<file path="src/hw/rtl/median_and_weighted_sum_3x3_assert.svh">
// Assertion macros shared by the filter RTL.
`ifndef MEDIAN_AND_WEIGHTED_SUM_3X3_ASSERT_SVH
`define MEDIAN_AND_WEIGHTED_SUM_3X3_ASSERT_SVH

// Same-cycle implication, disabled while in reset.
`define MWS_ASSERT_NOW(label, clk, rst_n, ante, cons, msg) \
  label: assert property (@(posedge clk) disable iff (!rst_n) (ante) |-> (cons)) \
    else $error(msg);

// Next-cycle implication, disabled while in reset.
`define MWS_ASSERT_NEXT(label, clk, rst_n, ante, cons, msg) \
  label: assert property (@(posedge clk) disable iff (!rst_n) (ante) |=> (cons)) \
    else $error(msg);

`endif

</file>
<file path="src/hw/rtl/mws_pkg.sv">
// Shared widths and constants of the 3x3 median and weighted sum filter.
`default_nettype none

package mws_pkg;

  // Rows per image column.
  localparam int NROWS = 3;

  // Field widths on the channels.
  localparam int IN_PIX_BITS = 8;
  localparam int MED_BITS    = 8;
  localparam int SUM_BITS    = 12;

endpackage

`default_nettype wire

</file>
<file path="src/hw/rtl/mws_if.sv">
// Valid/ready channel interfaces for column items and result items.
`default_nettype none

interface mws_in_if;
  import mws_pkg::*;

  logic                   valid;
  logic                   ready;
  logic [IN_PIX_BITS-1:0] med_top;
  logic [IN_PIX_BITS-1:0] med_middle;
  logic [IN_PIX_BITS-1:0] med_bottom;
  logic [IN_PIX_BITS-1:0] avg_top;
  logic [IN_PIX_BITS-1:0] avg_middle;
  logic [IN_PIX_BITS-1:0] avg_bottom;
  logic                   want_median;
  logic                   want_sum;

  modport source (
    output valid, med_top, med_middle, med_bottom,
    output avg_top, avg_middle, avg_bottom, want_median, want_sum,
    input  ready
  );

  modport sink (
    input  valid, med_top, med_middle, med_bottom,
    input  avg_top, avg_middle, avg_bottom, want_median, want_sum,
    output ready
  );
endinterface

interface mws_out_if;
  import mws_pkg::*;

  logic                valid;
  logic                ready;
  logic [MED_BITS-1:0] median_value;
  logic                median_ok;
  logic [SUM_BITS-1:0] weighted_sum;
  logic                sum_ok;

  modport source (
    output valid, median_value, median_ok, weighted_sum, sum_ok,
    input  ready
  );

  modport sink (
    input  valid, median_value, median_ok, weighted_sum, sum_ok,
    output ready
  );
endinterface

`default_nettype wire

</file>
<file path="src/hw/rtl/mws_lane.sv">
// One column lane: sorts its three median pixels and sums its sum pixels.
`default_nettype none

module mws_lane #(
  parameter int W          = 8,
  parameter bit DOUBLE_MID = 1'b0
) (
  input  logic         clk,
  input  logic         en,
  input  logic [W-1:0] med_col [mws_pkg::NROWS],
  input  logic [W-1:0] sum_col [mws_pkg::NROWS],
  output logic [W-1:0] lo_r,
  output logic [W-1:0] mid_r,
  output logic [W-1:0] hi_r,
  output logic [W+1:0] csum_r
);
  import mws_pkg::*;

  logic [W-1:0] a, b, c, t;
  logic [W-1:0] lo_nxt, mid_nxt, hi_nxt;
  logic [W+1:0] csum_nxt;

  // Three compare-exchange steps sort the column.
  always_comb begin
    t = '0;
    a = med_col[0];
    b = med_col[1];
    c = med_col[2];
    if (a > b) begin
      t = a; a = b; b = t;
    end
    if (b > c) begin
      t = b; b = c; c = t;
    end
    if (a > b) begin
      t = a; a = b; b = t;
    end
    lo_nxt  = a;
    mid_nxt = b;
    hi_nxt  = c;
  end

  // Column sum; the center lane counts its middle row twice.
  always_comb begin
    csum_nxt = '0;
    for (int r = 0; r < NROWS; r++) begin
      csum_nxt = csum_nxt + (W+2)'(sum_col[r]);
    end
    if (DOUBLE_MID) begin
      csum_nxt = csum_nxt + (W+2)'(sum_col[1]);
    end
  end

  // Lane stage register.
  always_ff @(posedge clk) begin
    if (en) begin
      lo_r   <= lo_nxt;
      mid_r  <= mid_nxt;
      hi_r   <= hi_nxt;
      csum_r <= csum_nxt;
    end
  end

endmodule

`default_nettype wire

</file>
<file path="src/hw/rtl/mws_merge.sv">
// Merges the lane results into the median of nine and the weighted sum.
`default_nettype none

module mws_merge #(
  parameter int W = 8
) (
  input  logic         want_median,
  input  logic         want_sum,
  input  logic [W-1:0] lo   [mws_pkg::NROWS],
  input  logic [W-1:0] mid  [mws_pkg::NROWS],
  input  logic [W-1:0] hi   [mws_pkg::NROWS],
  input  logic [W+1:0] csum [mws_pkg::NROWS],
  output logic [W-1:0] median,
  output logic [W+3:0] wsum
);
  import mws_pkg::*;

  function automatic logic [W-1:0] max3(input logic [W-1:0] x, y, z);
    logic [W-1:0] m;
    m = (x > y) ? x : y;
    return (m > z) ? m : z;
  endfunction

  function automatic logic [W-1:0] min3(input logic [W-1:0] x, y, z);
    logic [W-1:0] m;
    m = (x < y) ? x : y;
    return (m < z) ? m : z;
  endfunction

  function automatic logic [W-1:0] med3(input logic [W-1:0] x, y, z);
    logic [W-1:0] lo_xy, hi_xy;
    lo_xy = (x < y) ? x : y;
    hi_xy = (x < y) ? y : x;
    if (z <= lo_xy) return lo_xy;
    if (z >= hi_xy) return hi_xy;
    return z;
  endfunction

  logic [W-1:0] max_lo, med_mid, min_hi;
  logic [W+3:0] total;

  // Median of nine from sorted columns: max of lows, median of mids, min of highs.
  always_comb begin
    max_lo  = max3(lo[0], lo[1], lo[2]);
    med_mid = med3(mid[0], mid[1], mid[2]);
    min_hi  = min3(hi[0], hi[1], hi[2]);
    median  = want_median ? med3(max_lo, med_mid, min_hi) : '0;
  end

  // Add the three column sums.
  always_comb begin
    total = '0;
    for (int i = 0; i < NROWS; i++) begin
      total = total + (W+4)'(csum[i]);
    end
    wsum = want_sum ? total : '0;
  end

endmodule

`default_nettype wire

</file>
<file path="src/hw/rtl/median_and_weighted_sum_3x3.sv">
// Top level of the sliding 3x3 median and weighted sum filter.
`default_nettype none

// Each input item is one new three-row image column carrying a median pixel
// and a sum pixel per row. The block takes one item per clock cycle while
// in_ch.ready is high and returns exactly one result item per input item, in
// order; a result passes through one register in each column lane, then the
// output register after the merge stage. in_ch.ready drops only when the output
// register is held by out_ch.ready and the lane stage is full. The median is
// taken over the new column and the two before it; the weighted sum is taken
// over the sum window (new column only when want_sum is set), with the middle
// row of the middle column counted twice. A result whose request bit is clear
// reads as zero. Both windows clear to zero at reset.

`include "median_and_weighted_sum_3x3_assert.svh"

module median_and_weighted_sum_3x3 #(
  parameter int PIXEL_BITS = 8
) (
  input  logic      clk,
  input  logic      rst_n,
  mws_in_if.sink    in_ch,
  mws_out_if.source out_ch
);
  import mws_pkg::*;

  localparam int PB = PIXEL_BITS;

  // Window state: two previous median columns, three sum columns.
  logic [PB-1:0] prev1_r [NROWS];
  logic [PB-1:0] prev2_r [NROWS];
  logic [PB-1:0] sum0_r  [NROWS];
  logic [PB-1:0] sum1_r  [NROWS];
  logic [PB-1:0] sum2_r  [NROWS];

  logic [PB-1:0] new_med [NROWS];
  logic [PB-1:0] new_avg [NROWS];
  logic [PB-1:0] sum_w0  [NROWS];

  // Pipeline control.
  logic accept, take_out, adv1;
  logic s1_v_r, s1_wm_r, s1_ws_r;
  logic out_v_r;

  // Lane results and merge outputs.
  logic [PB-1:0] lane_lo   [NROWS];
  logic [PB-1:0] lane_mid  [NROWS];
  logic [PB-1:0] lane_hi   [NROWS];
  logic [PB+1:0] lane_csum [NROWS];
  logic [PB-1:0] med_nxt;
  logic [PB+3:0] sum_nxt;

  logic [MED_BITS-1:0] med_r;
  logic [SUM_BITS-1:0] sum_r;
  logic                mok_r, sok_r;

  // Input pixels at the internal width.
  always_comb begin
    new_med[0] = PB'(in_ch.med_top);
    new_med[1] = PB'(in_ch.med_middle);
    new_med[2] = PB'(in_ch.med_bottom);
    new_avg[0] = PB'(in_ch.avg_top);
    new_avg[1] = PB'(in_ch.avg_middle);
    new_avg[2] = PB'(in_ch.avg_bottom);
    for (int r = 0; r < NROWS; r++) begin
      sum_w0[r] = in_ch.want_sum ? new_avg[r] : sum0_r[r];
    end
  end

  // Handshake: the lane stage moves when empty or when the output register takes.
  assign take_out    = !out_v_r || out_ch.ready;
  assign adv1        = !s1_v_r || take_out;
  assign in_ch.ready = adv1;
  assign accept      = in_ch.valid && adv1;

  // Window shift on each accepted item.
  always_ff @(posedge clk) begin
    if (!rst_n) begin
      for (int r = 0; r < NROWS; r++) begin
        prev1_r[r] <= '0;
        prev2_r[r] <= '0;
        sum0_r[r]  <= '0;
        sum1_r[r]  <= '0;
        sum2_r[r]  <= '0;
      end
    end else if (accept) begin
      for (int r = 0; r < NROWS; r++) begin
        prev1_r[r] <= new_med[r];
        prev2_r[r] <= prev1_r[r];
        sum0_r[r]  <= sum_w0[r];
        sum1_r[r]  <= sum_w0[r];
        sum2_r[r]  <= sum1_r[r];
      end
    end
  end

  // Column lanes: newest, middle (center weight) and oldest column.
  mws_lane #(.W(PB), .DOUBLE_MID(1'b0)) u_lane0 (
    .clk(clk), .en(accept), .med_col(new_med), .sum_col(sum_w0),
    .lo_r(lane_lo[0]), .mid_r(lane_mid[0]), .hi_r(lane_hi[0]), .csum_r(lane_csum[0])
  );

  mws_lane #(.W(PB), .DOUBLE_MID(1'b1)) u_lane1 (
    .clk(clk), .en(accept), .med_col(prev1_r), .sum_col(sum1_r),
    .lo_r(lane_lo[1]), .mid_r(lane_mid[1]), .hi_r(lane_hi[1]), .csum_r(lane_csum[1])
  );

  mws_lane #(.W(PB), .DOUBLE_MID(1'b0)) u_lane2 (
    .clk(clk), .en(accept), .med_col(prev2_r), .sum_col(sum2_r),
    .lo_r(lane_lo[2]), .mid_r(lane_mid[2]), .hi_r(lane_hi[2]), .csum_r(lane_csum[2])
  );

  // Lane stage control and request flags.
  always_ff @(posedge clk) begin
    if (!rst_n) begin
      s1_v_r <= 1'b0;
    end else if (adv1) begin
      s1_v_r <= in_ch.valid;
    end
  end

  always_ff @(posedge clk) begin
    if (accept) begin
      s1_wm_r <= in_ch.want_median;
      s1_ws_r <= in_ch.want_sum;
    end
  end

  // Merge stage.
  mws_merge #(.W(PB)) u_merge (
    .want_median(s1_wm_r), .want_sum(s1_ws_r),
    .lo(lane_lo), .mid(lane_mid), .hi(lane_hi), .csum(lane_csum),
    .median(med_nxt), .wsum(sum_nxt)
  );

  // Output register.
  always_ff @(posedge clk) begin
    if (!rst_n) begin
      out_v_r <= 1'b0;
    end else if (take_out) begin
      out_v_r <= s1_v_r;
    end
  end

  always_ff @(posedge clk) begin
    if (take_out && s1_v_r) begin
      med_r <= MED_BITS'(med_nxt);
      sum_r <= SUM_BITS'(sum_nxt);
      mok_r <= s1_wm_r;
      sok_r <= s1_ws_r;
    end
  end

  assign out_ch.valid        = out_v_r;
  assign out_ch.median_value = med_r;
  assign out_ch.median_ok    = mok_r;
  assign out_ch.weighted_sum = sum_r;
  assign out_ch.sum_ok       = sok_r;

  // Checks.
  `MWS_ASSERT_NOW(a_med_zero, clk, rst_n, out_v_r && !mok_r, med_r == '0,
    "median not requested but nonzero")
  `MWS_ASSERT_NOW(a_sum_zero, clk, rst_n, out_v_r && !sok_r, sum_r == '0,
    "sum not requested but nonzero")
  `MWS_ASSERT_NOW(a_no_overrun, clk, rst_n, out_v_r && !out_ch.ready && s1_v_r,
    !in_ch.ready, "item taken while pipeline is full and stalled")
  `MWS_ASSERT_NEXT(a_sum_col_hold, clk, rst_n, accept && !in_ch.want_sum,
    sum0_r[1] == $past(sum0_r[1]), "newest sum column changed without a load")

endmodule

`default_nettype wire
</file>
<file path="src/flat_wrapper.sv">
// flat-port wrapper written by rule: the top's interface ports become plain ports
module median_and_weighted_sum_3x3_flat import mws_pkg::*;
#(
  parameter int PIXEL_BITS = 8
)
  (clk, rst_n, in_ch_valid, in_ch_med_top, in_ch_med_middle, in_ch_med_bottom, in_ch_avg_top, in_ch_avg_middle, in_ch_avg_bottom, in_ch_want_median, in_ch_want_sum, in_ch_ready, out_ch_valid, out_ch_median_value, out_ch_median_ok, out_ch_weighted_sum, out_ch_sum_ok, out_ch_ready);
  mws_in_if in_ch_i ();
  mws_out_if out_ch_i ();
  input  logic clk;
  input  logic rst_n;
  input wire logic [$bits(in_ch_i.valid)-1:0] in_ch_valid;
  input wire logic [$bits(in_ch_i.med_top)-1:0] in_ch_med_top;
  input wire logic [$bits(in_ch_i.med_middle)-1:0] in_ch_med_middle;
  input wire logic [$bits(in_ch_i.med_bottom)-1:0] in_ch_med_bottom;
  input wire logic [$bits(in_ch_i.avg_top)-1:0] in_ch_avg_top;
  input wire logic [$bits(in_ch_i.avg_middle)-1:0] in_ch_avg_middle;
  input wire logic [$bits(in_ch_i.avg_bottom)-1:0] in_ch_avg_bottom;
  input wire logic [$bits(in_ch_i.want_median)-1:0] in_ch_want_median;
  input wire logic [$bits(in_ch_i.want_sum)-1:0] in_ch_want_sum;
  output wire logic [$bits(in_ch_i.ready)-1:0] in_ch_ready;
  output wire logic [$bits(out_ch_i.valid)-1:0] out_ch_valid;
  output wire logic [$bits(out_ch_i.median_value)-1:0] out_ch_median_value;
  output wire logic [$bits(out_ch_i.median_ok)-1:0] out_ch_median_ok;
  output wire logic [$bits(out_ch_i.weighted_sum)-1:0] out_ch_weighted_sum;
  output wire logic [$bits(out_ch_i.sum_ok)-1:0] out_ch_sum_ok;
  input wire logic [$bits(out_ch_i.ready)-1:0] out_ch_ready;
  assign in_ch_i.valid = in_ch_valid;
  assign in_ch_i.med_top = in_ch_med_top;
  assign in_ch_i.med_middle = in_ch_med_middle;
  assign in_ch_i.med_bottom = in_ch_med_bottom;
  assign in_ch_i.avg_top = in_ch_avg_top;
  assign in_ch_i.avg_middle = in_ch_avg_middle;
  assign in_ch_i.avg_bottom = in_ch_avg_bottom;
  assign in_ch_i.want_median = in_ch_want_median;
  assign in_ch_i.want_sum = in_ch_want_sum;
  assign in_ch_ready = in_ch_i.ready;
  assign out_ch_valid = out_ch_i.valid;
  assign out_ch_median_value = out_ch_i.median_value;
  assign out_ch_median_ok = out_ch_i.median_ok;
  assign out_ch_weighted_sum = out_ch_i.weighted_sum;
  assign out_ch_sum_ok = out_ch_i.sum_ok;
  assign out_ch_i.ready = out_ch_ready;
  median_and_weighted_sum_3x3 #(.PIXEL_BITS(PIXEL_BITS)) u_core (.clk(clk), .rst_n(rst_n), .in_ch(in_ch_i), .out_ch(out_ch_i));
endmodule
</file>
<file path="config.mk">
export PLATFORM = sky130hd
export DESIGN_NAME = median_and_weighted_sum_3x3_flat
export DESIGN_NICKNAME = d
export VERILOG_FILES = /design/src/hw/rtl/mws_pkg.sv /design/src/hw/rtl/mws_if.sv /design/src/hw/rtl/mws_lane.sv /design/src/hw/rtl/mws_merge.sv /design/src/hw/rtl/median_and_weighted_sum_3x3.sv /design/src/flat_wrapper.sv
export VERILOG_INCLUDE_DIRS = /design/src /design/src/hw/rtl
export SDC_FILE = /design/constraint.sdc
export NUM_CORES = 1
export LEC_CHECK = 0
export BUFFER_PORTS_ARGS = -buffer_cell sky130_fd_sc_hd__buf_2
export CORE_UTILIZATION = 56
export CTS_BUF_LIST = sky130_fd_sc_hd__clkbuf_4
export DETAILED_ROUTE_END_ITERATION = 6
export PLACE_DENSITY_LB_ADDON = 0.2
export REMOVE_ABC_BUFFERS = 1
export SKIP_CTS_REPAIR_TIMING = 1
export SYNTH_ARGS = -nofsm -noshare
export SYNTH_HDL_FRONTEND = slang
export SYNTH_SLANG_ARGS = --single-unit
export TNS_END_PERCENT = 10
</file>
<file path="constraint.sdc">
create_clock -name clk -period 8.2 [get_ports clk]
set_clock_uncertainty 0.15 [all_clocks]
set_input_delay 2.05 -clock clk [delete_from_list [all_inputs] [get_ports clk]]
set_output_delay 2.05 -clock clk [all_outputs]
set_load 0.005 [all_outputs]
</file>
After elaboration in Yosys (flattened, before gate mapping):

Memory sizes are Yosys's and may differ from the RTL's.
Index checks and enable logic that the tools add are counted.

* $add $sub $neg: 9
* magnitude comparators: 19
* multiplexer cells: 50
* bitwise operators: 3
* reductions and logical operators: 6

Operators by type and width (count)
* two-way mux 8 bit: 40
* greater-than comparator 8 bit: 11
* < comparator 8 bit: 4
* adder 9 x 8 -> 10 bit: 3
* adder 8 x 8 -> 9 bit: 3
* greater-or-equal comparator 8 bit: 2
* <= comparator 8 bit: 2
* adder 11 x 10 -> 12 bit: 1
* adder 10 x 10 -> 11 bit: 1
* adder 10 x 8 -> 10 bit: 1
* two-way mux 1 bit: 10
* OR 1 bit: 3
* logical AND 1 bit: 2
* zero test 1 bit: 2
* logical OR 1 bit: 2

* bits in registers: 224
* RAM bits: 24
* input bits: 54
* output and inout bits: 24
* word-level logic and storage cells: 120
* memories kept: 1

Memories
* u_core.sum0_r: words 3, width 8, read ports 3, clocked after Yosys merged registers in 0, wr ports 3, RTL line median_and_weighted_sum_3x3.sv:32 `logic [PB-1:0] sum0_r [NROWS];`

Longest topological paths before layout:

Gate-level depths: netlist of run 1.

* depth in word-level cells: 14
* mapped depth: 43
* mapped depth without buffers: 39

Modules after synthesis:

A second synthesis of run 1 with hierarchy kept.

* cells, all modules: 1631
* area, all modules: 17256.6 µm²

Modules (own cells, without submodules)
* median_and_weighted_sum_3x3: times used 1, cells an instance 351, area each 4914.7 µm², seq. area each 3403.3 µm²
* mws_merge: times used 1, cells an instance 509, area each 3968.8 µm², seq. area each 0.0 µm²
* mws_lane at u_core.u_lane0: times used 1, cells an instance 269, area each 2830.2 µm², seq. area each 1021.0 µm²
* mws_lane at u_core.u_lane2: times used 1, cells an instance 253, area each 2800.2 µm², seq. area each 1021.0 µm²
* mws_lane at u_core.u_lane1: times used 1, cells an instance 249, area each 2742.6 µm², seq. area each 1021.0 µm²

Least setup slack after synthesis of run 1:

Ideal clock, no wire load.

* path kind: reg2reg
* start point: register u_core.u_lane0.mid_r[2]
* end point: register u_core.med_r[7] (netlist: u_core.out_ch.median_value[7]), data pin
* setup time: 0.180 ns
* arrival: 8.074 ns
* data required time: 7.870 ns
* slack: -0.205 ns
* stages on the path, launching flop included: 41
* buffers on the path: 6
* clock period less this slack: 8.405 ns
* cell sequence: edfxtp_1 > ha_1 > a211oi_2 > o21ai_2 > a21oi_4 > clkbuf_1 > clkbuf_1 > nand2_1 > nand2_1 > ha_1 > nand2b_1 > a21o_1 > a211oi_1 > a311oi_1 > a221oi_1 > o21ai_1 > buf_2 > nor2_1 > [5 not listed] > a21oi_1 > and2_1 > buf_1 > inv_1 > o41a_1 > buf_6 > clkbuf_1 > a21oi_1 > ha_1 > a21o_1 > a21o_1 > a21o_1 > a21o_1 > a21o_1 > a21oi_1 > nand2b_1 > mux2i_2 > a221oi_1

* longest elaborated chain between the ends: 14
* elaborated cells between the ends (all ways): 24
* classes of those cells: order compare: 6; mux: 18

RTL lines
* from (decl): RTL line mws_lane.sv:13 `output logic [W-1:0] mid_r,`
* from (signal assigned): RTL line mws_lane.sv:58 `mid_r <= mid_nxt;`
* < comparator 8 bit: RTL line mws_merge.sv:32, mws_merge.sv:33
* two-way mux 8 bit: RTL line mws_merge.sv:33 `hi_xy = (x < y) ? y : x;`
* greater-or-equal comparator 8 bit: RTL line mws_merge.sv:35 `if (z >= hi_xy) return hi_xy;`
* two-way mux 1 bit (2 in series): RTL line mws_merge.sv:35
* two-way mux 8 bit: RTL line mws_merge.sv:36 `return z;`
* two-way mux 8 bit (*): RTL line mws_merge.sv:35
* < comparator 8 bit: RTL line mws_merge.sv:32, mws_merge.sv:33
* two-way mux 8 bit: RTL line mws_merge.sv:33
* greater-or-equal comparator 8 bit: RTL line mws_merge.sv:35
* two-way mux 1 bit (2 in series): RTL line mws_merge.sv:35
* two-way mux 8 bit: RTL line mws_merge.sv:36
* two-way mux 8 bit (*): RTL line mws_merge.sv:35
* to (signal assigned): RTL line median_and_weighted_sum_3x3.sv:147 `med_r <= MED_BITS'(med_nxt);`
* to (decl): RTL line median_and_weighted_sum_3x3.sv:53 `logic [MED_BITS-1:0] med_r;`

Every way passes the cells marked *; elsewhere a longest branch is shown, timed or not. The select of a mux whose other input is x is not followed.
A chain may end at the register's enable or synchronous reset.

Final worst setup path of run 1:

* start point: register u_core.u_lane0.mid_r[2]
* end point: register u_core.med_r[2] (netlist: u_core.out_ch.median_value[2]), data pin

Same word-level chain as after synthesis.

==> run metrics, run 1 <==
outcome=finished, final reports clean; area leader, netlist=edfxtp_1; post-route ant nets=0; Worst path most repeated cell=ha_1; Critical Path AT=7900 ps; synthesized flop and latch total=248; IO Port Bufs=77; Die Area=30320 um2; library cells used by synthesis=58; Num CTS Buffers=70; Detailed Place HPWL=28.88 mm; met3 Use GR=~3.9%; clk_lat worst skew=just under 700 ps; Vias=between 10000 and 15000; Filler cells=2424; grt met2 use=41.10%; initial drt markers=721; largest net degree at the start of global routing=98; mapped cell area=16590 um2; max-slew violations=0; Slowest-stage cell, CP=edfxtp_1; vias in the first global route=12275; htree depth=3; final instance count without filler cells=2273; CTS tree=built; CP Data Required Time=8440 ps; TritonRoute pass-1 iters=5; crit path kind=reg -> reg; Worst Reg-to-Reg Cells=30; area delta synth->final=11.30%; hold_ws=314.7 ps; VDD IR max=around 0.00030 V; sequential share of the synthesized area=38.97%; fraction of layout cells with a size suffix above 1=16.42%; met1 Use GR=between 30 and 40%; Critical Path Max Stage Delay=about 460 ps; fin crit share=93.35%; Worst Hold Class=reg -> reg; worst r2r src=u_core.u_lane0.mid_r[2]; post-route minimum period=~7700 ps; Routed wire per std cell=16.89 um; clock power share=17.9%; fraction of power consumed by sequential logic=24.7%; gr usage total=~26%; Critical Path Fanout Max=19; gr busiest metal=met2; static leakage=8.611 nW; total grt overflow=0; worst reg-to-reg setup slack=between 500 and 600 ps; routed vias/inst=5.515; worst hold endpoint=u_core.sum2_r[16]; clock root cell=clkbuf_4; Synth Instances=1718; Total Wirelength=38.40 mm; r2r endpoint=u_core.out_ch.median_value[2]; Final Hold Viols=0; Die H=174.1 um; std cell rows=62; Area contributors post-synth=edfxtp_1, ha_1, dfxtp_1; NumNets Final=2099; Max-slew headroom=29.37%; Cell Int Power=3.960 mW; clk slew on worst S/H paths=60 ps; prevailing post-synth register cell=edfxtp_1; CP Launch Type=flop; final setup margin=545.3 ps; most common cell in the netlist=nand2_1; DRC errors left=0; number of enable flip-flop cells after synthesis=150; Setup WS pre-CTS=-6.470 ps; Switch Pwr=2.858 mW; initial antenna violation count=1; Inst Count DP=between 2000 and 2500; routability cong.=just under 0.9; Sw Ratio=roughly two fifths; count of final setup violators=0; Worst Max-Slew Pin Slew=1059 ps; Synth top area share=27.15%; io pins=78; most frequent cells after synthesis=nand2_1, ha_1, inv_1; unrepaired setup endpoints after global routing=false; critical path startpoint=u_core.u_lane0.mid_r[2]; max-cap violations=0; Avg Inst Size Synth=9.658 um2; cell area power density=369.2 nW/um2; asr flop ratio synth=0%; clock tree sinks=248; CTS Buffer Depth=3; Crit. End Element=flop; worst hold start=u_core.sum2_r[16]; Max Fclk=130.6 MHz; Core Area=28940 um2; combinational fraction of design power=between 50% and 60%; hold depth=2; first-pass GRT wire length=about 62 mm; Ys Warns=0; Die X=174.1 um; Initial Utilization=a little under three fifths
routing by layer:
layer  routed length (um)  vias to the layer above
met4                  727                        0
met2                17490                      268
met5                    0                        -
li1                     -                     6308
met3                 1893                       51
met1                18290                     5909
worst max path at each step:
stage | cells past startpoint | endpoint | slack [ps]
floorplan | 23 | u_core.u_lane0.lo_r[3] | -200
finish | 30 | u_core.out_ch.median_value[2] | 550
global placement | 36 | u_core.out_ch.median_value[7] | 260
detailed placement | 35 | u_core.out_ch.median_value[2] | -6
global route | 38 | u_core.out_ch.median_value[5] | 20
CTS | 35 | u_core.out_ch.median_value[2] | -20
kinds of logic after synthesis:
group           after synthesis  synth area share, %
compound gates              432                16.34
xor+xnor                     25                1.320
fa+ha+maj                   214                17.81
buf+inv                     236                5.445
flops                       248                38.97
mux                         131                8.521
simple gates                432                11.59
flip-flops by register name, summed over array words and instances, names as in the netlist, 10 cells and up:
register	cells
u_core.u_lane2.csum_r	10
u_core.u_lane0.csum_r	10
u_core.prev2_r	24
u_core.sum1_r	24
u_core.out_ch.weighted_sum	12
u_core.sum2_r	24
u_core.sum0_r	24
u_core.prev1_r	24
u_core.u_lane1.csum_r	10
worst max-delay path: cells and delay by family (launching register included):
| family | cells | cell delay, ps |
|---|---|---|
| buffers and inverters | 2 | 520 |
| AND/OR/NAND/NOR | 4 | 550 |
| AO/OA/AOI/OAI | 17 | 3640 |
| flip-flops | 1 | 460 |
| multiplexers | 3 | 850 |
| adder cells (fa/ha/maj) | 4 | 1190 |
layout by cell type (no fill, tap or decap), types with 23 or more instances in the layout:
cell | synthesis | routed
nand2_1 | 212 | 211
ha_1 | 177 | 177
inv_1 | 171 | 170
edfxtp_1 | 150 | 150
a21oi_1 | 143 | 140
clkbuf_4 | 0 | 110
dfxtp_1 | 98 | 98
nor2_1 | 91 | 91
buf_2 | 2 | 77
a21boi_0 | 73 | 73
mux2i_1 | 71 | 66
o21ai_0 | 74 | 64
a21o_1 | 60 | 59
mux2_2 | 52 | 52
fa_1 | 37 | 37
and3_1 | 31 | 31
buf_4 | 0 | 29
nand3_1 | 23 | 23
per-stage QoR:
step                      setup TNS (ps)  utilization [%]  total power [mW]  instance area, um2
after floorplan                    -2812                -             4.494               16330
after global routing                   0            63.82             7.390               18470
after CTS                         -82.24            63.50             6.737               18370
after detailed placement          -10.09            60.15             5.484               17410
final                                  0            63.82             6.818               18470
after global placement                 0            60.15             5.391               17410
area by class of cell:
| type | count | area [um2] | share of cell area [%] |
|---|---|---|---|
| Clock inverter | 19 | 142.6 | 0.7724 |
| Multi-Input combinational cell | 1234 | 9300 | 50.36 |
| Inverter | 171 | 646.9 | 3.503 |
| Timing Repair Buffer | 106 | 603.1 | 3.266 |
| Clock buffer | 110 | 825.8 | 4.472 |
| Antenna cell | 1 | 2.502 | 0.01355 |
| Sequential cell | 248 | 6466 | 35.01 |
| Tap cell | 384 | 480.5 | 2.602 |
power by group through the flow:
stage                     Clock (mW)  Sequential, mW  Combinational [mW]
final                           1.22            1.68                3.92
after global routing            1.32            1.70                4.37
after CTS                       1.25            1.68                3.81
after detailed placement           0            1.71                3.78
after global placement             0            1.70                3.69
after floorplan                    0            1.68                2.82
(Power assumes the default switching activity.)
==> run 2: changes to the inputs <==
==> constraint.sdc (replaced) <==
create_clock -name clk -period 8.2 [get_ports clk]
set_clock_uncertainty 0.15 [all_clocks]
set_input_delay 0.82 -clock clk [delete_from_list [all_inputs] [get_ports clk]]
set_output_delay 0.82 -clock clk [all_outputs]
set_load 0.005 [all_outputs]
==> run metrics, run 2 (synthesis results as in run 1) <==
VDD IR max=0.0003045 V; outcome=finished, final reports clean; DRC errors left=0; routed vias/inst=around 5.6; largest net degree at the start of global routing=104; max-slew violations=0; static leakage=8.571 nW; Critical Path Fanout Max=13; total grt overflow=0; clk slew on worst S/H paths=70 ps; worst reg-to-reg setup slack=approximately 370 ps; count of final setup violators=0; post-route minimum period=7830 ps; Total Wirelength=around 40 mm; IO Port Bufs=between 70 and 80; storage element area=6466 um2; Worst path most repeated cell=a21o_1; clock root cell=clkbuf_4; crit path kind=reg -> reg; max-cap violations=0; Worst Max-Slew Pin Slew=approximately 1100 ps; final setup margin=370.2 ps; Inst Count DP=roughly 2100; Routed wire per std cell=17.20 um; Filler cells=2486; TritonRoute pass-1 iters=5; CTS Buffer Depth=3; Worst Hold Class=in -> reg; clock tree sinks=248; Die X=174.1 um; Critical Path AT=slightly above 8000 ps; Worst Reg-to-Reg Cells=36; initial antenna violation count=1; Core Area=28940 um2; CP Data Required Time=8560 ps; most common cell after layout, fill and taps aside=nand2_1; Final Hold Viols=0; hold depth=1; io pins=78; clk_lat worst skew=between 600 and 700 ps; Vias=12753; CTS tree=built; total power=6.859 mW; Crit. End Element=flop; worst hold start=in_ch_want_median; vias in the first global route=12358; area delta synth->final=11.01%; gr usage total=roughly a quarter; htree depth=3; worst r2r src=u_core.u_lane0.mid_r[2]; final instance count without filler cells=2268; most frequent cells in the layout=nand2_1, ha_1, inv_1, edfxtp_1, a21oi_1; Initial Utilization=57.34%; std cell rows=62; routability cong.=0.9233; Num CTS Buffers=68; Setup WS pre-CTS=6.378 ps; Slowest-stage cell, CP=edfxtp_1; Die Area=between 30000 and 40000 um2; fraction of layout cells with a size suffix above 1=16.04%; Critical Path Max Stage Delay=450 ps; first-pass GRT wire length=around 62 mm; worst hold endpoint=u_core.s1_wm_r; Multi-input gate area=9330 um2; Detailed Place HPWL=29.27 mm; cell area power density=372.4 nW/um2; post-route ant nets=0; Die H=174.1 um; Max-slew headroom=27.26%; r2r endpoint=u_core.out_ch.median_value[3]; Max Fclk=127.7 MHz; fin crit share=95.48%; CP Launch Type=flop; initial drt markers=842; NumNets Final=2097
==> run 2: changes by cell type in the layout (fill, tap and decap cells not counted), moves of 2 or more <==
| cell | previous run | this run |
|---|---|---|
| clkinv_2 | 0 | 2 |
| clkinv_1 | 13 | 16 |
| o21ai_1 | 20 | 18 |
| mux2i_2 | 7 | 5 |
| o21ai_2 | 5 | 7 |
| clkbuf_4 | 110 | 100 |
| buf_4 | 29 | 27 |
==> run 2: cell type report <==
class | count | share of cell area [%]
Multi-Input combinational cell | 1235 | 50.66
Sequential cell | 248 | 35.11
Clock buffer | 100 | 4.076
Inverter | 171 | 3.512
Timing Repair Buffer | 105 | 3.254
Tap cell | 384 | 2.609
Clock inverter | 24 | 0.7744
Antenna cell | 1 | 0.01359
==> run 2: power breakdown <==
| part | internal (mW) | switching [mW] |
|---|---|---|
| clock network | 0.599 | 0.541 |
| registers | 1.58 | 0.0992 |
| logic | 1.75 | 2.29 |
==> run 2: metrics by stage <==
step                      hold WS (ps)  TNS (ps)  instance area (um2)  utilization (%)
after floorplan                  293.4         0                16330                -
final                            197.6         0                18420            63.66
after CTS                        152.2    -49.68                18290            63.21
after global routing             166.8    -192.1                18420            63.66
after global placement           306.0         0                17400            60.13
after detailed placement         309.6         0                17400            60.13
==> run 2: per-layer routing <==
layer	share of wire (%)	track usage (%)	vias to the layer above
li1	-	-	6310
met1	46	35.65	6059
met2	46	41.62	318
met3	5.7	4.112	66
met4	2.0	9.064	0
met5	0	0	-
==> run 2: critical path: cells and delay by family, from the launching register on <==
family	cells	cell delay, ps
adder cells (fa/ha/maj)	4	1110
buffers and inverters	2	400
flip-flops	1	450
multiplexers	1	280
AND/OR/NAND/NOR	6	740
AO/OA/AOI/OAI	23	4530
==> run 2: worst max-delay path by stage <==
| stage | startpoint | to | slack, ps | cells past startpoint |
|---|---|---|---|---|
| after floorplan | u_core.u_lane0.mid_r[2] | u_core.out_ch.median_value[7] | 60 | 35 |
| after global placement | u_core.u_lane0.mid_r[2] | u_core.out_ch.median_value[2] | 150 | 36 |
| after detailed placement | u_core.u_lane1.mid_r[2] | u_core.out_ch.median_value[7] | 6 | 36 |
| after CTS | u_core.u_lane0.mid_r[2] | u_core.out_ch.median_value[3] | -40 | 36 |
| after global routing | u_core.u_lane0.mid_r[2] | u_core.out_ch.median_value[7] | -50 | 35 |
| final | u_core.u_lane0.mid_r[2] | u_core.out_ch.median_value[3] | 370 | 36 |
